### config.mk
export PLATFORM = sky130hd
export DESIGN_NAME = sync_length_tail_deframer_top
export DESIGN_NICKNAME = d
export VERILOG_FILES = /design/src/sv/sltd_pkg.sv /design/src/sv/sltd_parser.sv /design/src/sv/sltd_out_buf.sv /design/src/sv/sync_length_tail_deframer_top.sv
export SDC_FILE = /design/constraint.sdc
export NUM_CORES = 1
export LEC_CHECK = 0
export ABC_AREA = 1
export CAP_MARGIN = 10
export CORE_MARGIN = 1.5
export CORE_UTILIZATION = 55
export DETAILED_ROUTE_END_ITERATION = 8
export DONT_BUFFER_PORTS = 1
export PLACE_DENSITY_LB_ADDON = 0.12
export SLEW_MARGIN = 10
export SYNTH_ARGS = -nofsm -noshare
export SYNTH_HDL_FRONTEND = slang
export SYNTH_SLANG_ARGS = --single-unit
### constraint.sdc
create_clock -name clk -period 4.3 [get_ports clk]
set_input_delay 0.645 -clock clk [delete_from_list [all_inputs] [get_ports clk]]
set_output_delay 0.645 -clock clk [all_outputs]
set_load 0.03 [all_outputs]
### src/sv/sltd_pkg.sv
package sltd_pkg;

  // Parser phases
  typedef enum logic [2:0] {
    PH_HUNT    = 3'd0,
    PH_LEN_HI  = 3'd1,
    PH_LEN_LO  = 3'd2,
    PH_TYPE    = 3'd3,
    PH_PAYLOAD = 3'd4,
    PH_TAIL1   = 3'd5,
    PH_TAIL2   = 3'd6
  } phase_t;

  // Event kinds reported at frame end
  typedef enum logic [2:0] {
    EV_READY_ACK = 3'd0,
    EV_XFER_DONE = 3'd1,
    EV_CANCEL    = 3'd2,
    EV_OTHER     = 3'd3,
    EV_BAD_TAIL  = 3'd4
  } event_kind_t;

  // Frame type codes
  localparam logic [7:0] TYPE_READY_ACK = 8'h01;
  localparam logic [7:0] TYPE_XFER_DONE = 8'h03;
  localparam logic [7:0] TYPE_CANCEL    = 8'h04;
  localparam logic [7:0] SUCCESS_BYTE   = 8'h01;

  // Configuration register indexes
  localparam logic [1:0] REG_SYNC_WORD = 2'd0;
  localparam logic [1:0] REG_TAIL_WORD = 2'd1;

  localparam logic [31:0] SYNC_WORD_RESET = 32'h0FF0_00FF;
  localparam logic [15:0] TAIL_WORD_RESET = 16'h0D0A;

  typedef struct packed {
    event_kind_t kind;
    logic        success;
    logic [7:0]  frame_type;
    logic [15:0] payload_length;
  } frame_event_t;

endpackage

### src/sv/sltd_parser.sv
module sltd_parser (
  input  logic                  clk,
  input  logic                  rst,
  input  logic                  byte_valid,
  input  logic [7:0]            rx_byte,
  input  logic [31:0]           sync_word,
  input  logic [15:0]           tail_word,
  output logic                  evt_valid,
  output sltd_pkg::frame_event_t evt
);

  sltd_pkg::phase_t phase, phase_next;
  logic [23:0] recent_bytes, recent_bytes_next;
  logic [1:0]  fill_count, fill_count_next;
  logic [15:0] length_value, length_value_next;
  logic [15:0] bytes_left, bytes_left_next;
  logic [7:0]  type_value, type_value_next;
  logic [7:0]  first_after_type, first_after_type_next;
  logic [7:0]  tail_first_seen, tail_first_seen_next;

  logic [31:0] window;
  logic [15:0] bytes_left_dec;
  logic [15:0] tail_seen;

  assign window         = {recent_bytes, rx_byte};
  assign bytes_left_dec = bytes_left - 16'd1;
  assign tail_seen      = {tail_first_seen, rx_byte};

  // Next-state and datapath update for one accepted byte
  always_comb begin
    phase_next            = phase;
    recent_bytes_next     = recent_bytes;
    fill_count_next       = fill_count;
    length_value_next     = length_value;
    bytes_left_next       = bytes_left;
    type_value_next       = type_value;
    first_after_type_next = first_after_type;
    tail_first_seen_next  = tail_first_seen;
    if (byte_valid) begin
      case (phase)
        sltd_pkg::PH_HUNT: begin
          if (fill_count == 2'd3 && window == sync_word) begin
            phase_next = sltd_pkg::PH_LEN_HI;
          end else begin
            recent_bytes_next = window[23:0];
            if (fill_count != 2'd3) fill_count_next = fill_count + 2'd1;
          end
        end
        sltd_pkg::PH_LEN_HI: begin
          length_value_next = {rx_byte, 8'h00};
          phase_next        = sltd_pkg::PH_LEN_LO;
        end
        sltd_pkg::PH_LEN_LO: begin
          length_value_next = {length_value[15:8], rx_byte};
          bytes_left_next   = {length_value[15:8], rx_byte};
          phase_next        = sltd_pkg::PH_TYPE;
        end
        sltd_pkg::PH_TYPE: begin
          type_value_next = rx_byte;
          phase_next = (length_value != 16'd0) ? sltd_pkg::PH_PAYLOAD : sltd_pkg::PH_TAIL1;
        end
        sltd_pkg::PH_PAYLOAD: begin
          if (bytes_left == length_value) first_after_type_next = rx_byte;
          bytes_left_next = bytes_left_dec;
          if (bytes_left_dec == 16'd0) phase_next = sltd_pkg::PH_TAIL1;
        end
        sltd_pkg::PH_TAIL1: begin
          // empty payload: success is judged on the first tail byte
          if (length_value == 16'd0) first_after_type_next = rx_byte;
          tail_first_seen_next = rx_byte;
          phase_next           = sltd_pkg::PH_TAIL2;
        end
        default: begin
          // end of frame (or an unused code): restart with an empty window
          phase_next        = sltd_pkg::PH_HUNT;
          recent_bytes_next = 24'd0;
          fill_count_next   = 2'd0;
        end
      endcase
    end
  end

  // Event produced on the second tail byte
  always_comb begin
    evt_valid          = byte_valid && (phase == sltd_pkg::PH_TAIL2);
    evt.frame_type     = type_value;
    evt.payload_length = length_value;
    if (tail_seen != tail_word) begin
      evt.kind = sltd_pkg::EV_BAD_TAIL;
    end else begin
      case (type_value)
        sltd_pkg::TYPE_READY_ACK: evt.kind = sltd_pkg::EV_READY_ACK;
        sltd_pkg::TYPE_XFER_DONE: evt.kind = sltd_pkg::EV_XFER_DONE;
        sltd_pkg::TYPE_CANCEL:    evt.kind = sltd_pkg::EV_CANCEL;
        default:                  evt.kind = sltd_pkg::EV_OTHER;
      endcase
    end
    evt.success = (evt.kind == sltd_pkg::EV_XFER_DONE) &&
                  (first_after_type == sltd_pkg::SUCCESS_BYTE);
  end

  always_ff @(posedge clk) begin
    if (rst) begin
      phase            <= sltd_pkg::PH_HUNT;
      recent_bytes     <= 24'd0;
      fill_count       <= 2'd0;
      length_value     <= 16'd0;
      bytes_left       <= 16'd0;
      type_value       <= 8'd0;
      first_after_type <= 8'd0;
      tail_first_seen  <= 8'd0;
    end else begin
      phase            <= phase_next;
      recent_bytes     <= recent_bytes_next;
      fill_count       <= fill_count_next;
      length_value     <= length_value_next;
      bytes_left       <= bytes_left_next;
      type_value       <= type_value_next;
      first_after_type <= first_after_type_next;
      tail_first_seen  <= tail_first_seen_next;
    end
  end

endmodule

### src/sv/sltd_out_buf.sv
module sltd_out_buf (
  input  logic                   clk,
  input  logic                   rst,
  input  logic                   push,
  input  sltd_pkg::frame_event_t push_evt,
  output logic                   can_push,
  output logic                   out_valid,
  input  logic                   out_ready,
  output sltd_pkg::frame_event_t out_evt
);

  // Two-entry queue: one request may land while the head waits downstream
  sltd_pkg::frame_event_t entries [2];
  logic       wr_ptr, rd_ptr;
  logic [1:0] count;
  logic       pop;

  assign can_push  = (count != 2'd2);
  assign out_valid = (count != 2'd0);
  assign out_evt   = entries[rd_ptr];
  assign pop       = out_valid && out_ready;

  always_ff @(posedge clk) begin
    if (push) entries[wr_ptr] <= push_evt;
  end

  always_ff @(posedge clk) begin
    if (rst) begin
      wr_ptr <= 1'b0;
      rd_ptr <= 1'b0;
      count  <= 2'd0;
    end else begin
      if (push) wr_ptr <= ~wr_ptr;
      if (pop)  rd_ptr <= ~rd_ptr;
      case ({push, pop})
        2'b10:   count <= count + 2'd1;
        2'b01:   count <= count - 2'd1;
        default: count <= count;
      endcase
    end
  end

endmodule

### src/sv/sync_length_tail_deframer_top.sv
// Result timing: a result request appears on the master side in the cycle after the
//   second tail byte of a frame is accepted.
// Throughput: one byte per cycle; the input stalls only when two results wait
//   unclaimed in the two-entry output queue.
// Reset (rst, synchronous, active high): parser back to sync hunting with an
//   empty window, output queue emptied, sync_word and tail_word to defaults.
module sync_length_tail_deframer_top (
  input  logic        clk,
  input  logic        rst,
  // slave side: received byte stream
  input  logic        s_axis_tvalid,
  output logic        s_axis_tready,
  input  logic [7:0]  s_axis_tdata,   // [7:0] rx_byte
  // master side: frame events
  output logic        m_axis_tvalid,
  input  logic        m_axis_tready,
  output logic [31:0] m_axis_tdata,   // [0] success, [8:1] frame_type,
                                      // [24:9] payload_length, [31:25] zero
  output logic [2:0]  m_axis_tuser,   // [2:0] event_kind
  // configuration writes
  input  logic        cfg_we,
  input  logic [1:0]  cfg_index,
  input  logic [31:0] cfg_data
);

  logic [31:0] sync_word;
  logic [15:0] tail_word;

  logic                   byte_accept;
  logic                   evt_valid;
  logic                   can_push;
  sltd_pkg::frame_event_t evt;
  sltd_pkg::frame_event_t out_evt;

  // Config registers; writes to unknown indexes are dropped.
  always_ff @(posedge clk) begin
    if (rst) begin
      sync_word <= sltd_pkg::SYNC_WORD_RESET;
      tail_word <= sltd_pkg::TAIL_WORD_RESET;
    end else if (cfg_we) begin
      case (cfg_index)
        sltd_pkg::REG_SYNC_WORD: sync_word <= cfg_data;
        sltd_pkg::REG_TAIL_WORD: tail_word <= cfg_data[15:0];
        default: ;
      endcase
    end
  end

  // Byte taken whenever the queue has room for a possible result.
  assign s_axis_tready = can_push;
  assign byte_accept   = s_axis_tvalid && s_axis_tready;

  sltd_parser u_parser (
    .clk       (clk),
    .rst       (rst),
    .byte_valid(byte_accept),
    .rx_byte   (s_axis_tdata),
    .sync_word (sync_word),
    .tail_word (tail_word),
    .evt_valid (evt_valid),
    .evt       (evt)
  );

  sltd_out_buf u_out_buf (
    .clk      (clk),
    .rst      (rst),
    .push     (evt_valid),
    .push_evt (evt),
    .can_push (can_push),
    .out_valid(m_axis_tvalid),
    .out_ready(m_axis_tready),
    .out_evt  (out_evt)
  );

  assign m_axis_tuser = out_evt.kind;
  assign m_axis_tdata = {7'd0, out_evt.payload_length, out_evt.frame_type, out_evt.success};

endmodule

==> flow_summary.toml <==
[outcome]
status = "finished clean"

[finish]
final_common_cell = "nand2_1"
final_cell_mix = "nand2_1, dfxtp_1, nor2_1"
regArea_um2 = 4440
fillCellCount = 1390
n_antenna_cell = 0
drive_gt1_frac = 0.0877
nets = 1087
multi_input_area_um2 = 3670
fin_cells = 1260
syn2layout_area_growth_pct = 8.23

[clock_network]
postCtsHoldBufs = 0
clock-sinks = 194
cts_buffers = 17
cts_resized = 0
clock_latency_ps = 430
cts_setup_buffers = 0
path_clk_slew_ps = 70
cts_root_buf = "clkbuf_16"
cts_buffer_depth = 2
cts_tree = "built"
htree_levels = 4

[floorplanning]
core_area_um2 = 15400
initial_core_util = 0.570
die_y_um = 129
num_io_pins = 84
die_area_um2 = 16700
chipWidth_um = 129
core.rowCount = 45

[timing]
tightest_slew_ps = 948
clock_skew_ps = 6.08
finalHoldViolations = 0
holdWs_ps = 282
fin_crit_sh = 0.549
finalSetupTns_ps = 0
finalSetupViolCount = 0
fmax_mhz = 423
rsz0062_at_grt = "false"
max_slew_margin = 0.367
slew_viol_final = 0
final.min_clock_period_ps = 2360

[pwr]
leakage_nw = 3.82
irDropWorstVdd_v = 0.000297
powerDensity_nw_per_um2 = 604

[worst_setup_path]
slowest_delay_ps = 410
cp_slowest_cell = "dfxtp_1"
crit_chain = "inv_1 -> nand2_1 -> nand2_2 -> nor3_1 -> inv_1 -> ha_1 -> inv_1 -> nand2_1 -> nor2_1 -> o21ai_0 -> a21oi_1"
startpoint_type = "flop"
critPathKind = "flop to flop"
critPathMaxFanout = 8
critPathTopFamily = "simple AND/OR/NAND/NOR gates"
cpMostUsedCell = "inv_1"
end_kind = "flop"
required_ps = 4650
critPathBufInv = 3
arrival_ps = 2720

[synthesis]
yosys.cell_types.count = 40
synth-seq-cells = 194
synth_area_leader_cell = "dfxtp_1"
netlist_area_um2 = 8760
syn_area_per_cell_um2 = 8.26
ys_warn_count = 0
syn_inst = 1060
seq_area_frac_synth = 0.508
synthTopCellsByArea = "dfxtp_1, edfxtp_1, nand2_1"
synth_top_cell_area_share = 0.315

[global_routing]
gr-usage-met3 = 0.0562
track_usage = 0.254
top_usage_layer = "met2"
use_met1 = 0.339
grt-ovfl-total = 0
grt_max_degree = 62
grt_pass1_wl_um = 32900
antenna_found_initial = 0
grt_pass1_vias = 6360
met2_usage = 0.411

[placement]
place_inst = 1228
routabilityCongestion = 0.903
io_buffers = 0
dp_hpwl_um = 13900

[route]
ant_nets = 0
drt_pass1_iterations = 5
finalWirelength_um = 20200
via_per_inst = 5.46
vias = 6878
drc = 0
wl_per_cell_um = 16.0
drt_iter0_drc = 489

[job]
maxCapViolations = 0

[min_path]
hold_path_class = "input pin to flop"
-- layout make-up --
class	count	share of cell area
clock buffers	21	0.0475
clock inverters	11	0.0247
inverters	99	0.0392
multi-input cells	718	0.387
flip-flops and latches	194	0.469
well taps	211	0.0279
repair buffers	6	0.00475
-- Yosys cell counts (all sizes together) --
library cell    n
nand4          13
conb            1
dfxtp         138
a21oi          98
ha              4
buf            31
nor3           10
nand3b          1
inv            97
o21bai          1
o211ai         13
xnor2          23
edfxtp         56
o2111ai         1
or2             5
clkinv          2
clkbuf         24
nand2         236
a211oi         12
nand3          42
xor2           12
o221ai          1
mux2           28
o22ai           4
nor4            6
nor2          123
a2111oi         1
o21ai          77
-- cell families (layout without fill, tap and decap cells) --
group	count (synthesis)	after routing	synth area share
other cells	1	7	0.000428
fa+ha+maj	4	4	0.00572
mux	28	28	0.0360
flops	194	194	0.508
compound gates	208	208	0.131
simple gates	436	436	0.208
buf+inv	154	137	0.0770
xor+xnor	35	35	0.0350
-- power breakdown --
part / internal (mW) / switching, mW
Sequential: 2.06 / 0.193
Clock: 1.16 / 0.661
Combinational: 0.541 / 1.11
-- worst register-to-register path, stage by stage (launching register included) --
cell and delay (ps):
dfxtp_1 410, inv_1 60, nand2_1 260, nand2_2 250, nor3_1 360, inv_1 160, ha_1 310, inv_1 80
nand2_1 50, nor2_1 110, o21ai_0 80, a21oi_1 160
-- stage by stage --
stage,instance area (um^2),power (mW),setup slack (ps),utilization
floorplan,8780,3.63,1530,-
global placement,8790,3.91,1980,0.572
detailed placement,8790,3.93,1960,0.572
CTS,9480,5.74,1940,0.617
global route,9480,6.07,1690,0.617
finish,9480,5.73,1940,0.617
-- state kept, by name, summed over array words and instances, names as in the netlist, 16 cells and up, named ones only --
register               flops
u_parser.recent_bytes     24
u_parser.bytes_left       16
tail_word                 16
sync_word                 32
u_out_buf.entries         56
u_parser.length_value     16
-- per-layer routing --
metal,vias up,wire (um),part of all wire
met4,0,344,0.017
met5,-,0,0
met1,3201,9230,0.46
li1,3427,-,-
met3,31,1310,0.065
met2,219,9290,0.46
-- worst paths after layout --
check / slack [ps] / cells after the start / from / end
setup reg to reg: 1940 / 11 / u_out_buf.count[0]$_SDFFE_PP0P_ / u_out_buf.count[1]$_SDFFE_PP0P_
hold reg to reg: 460 / 1 / u_out_buf.rd_ptr$_SDFFE_PP0P_ / u_out_buf.rd_ptr$_SDFFE_PP0P_
hold / removal: 280 / 1 / rst / u_parser.length_value[7]$_SDFFE_PP0P_
setup / recovery: 1940 / 11 / u_out_buf.count[0]$_SDFFE_PP0P_ / u_out_buf.count[1]$_SDFFE_PP0P_
Note: power is estimated with default switching activity, not from simulation.
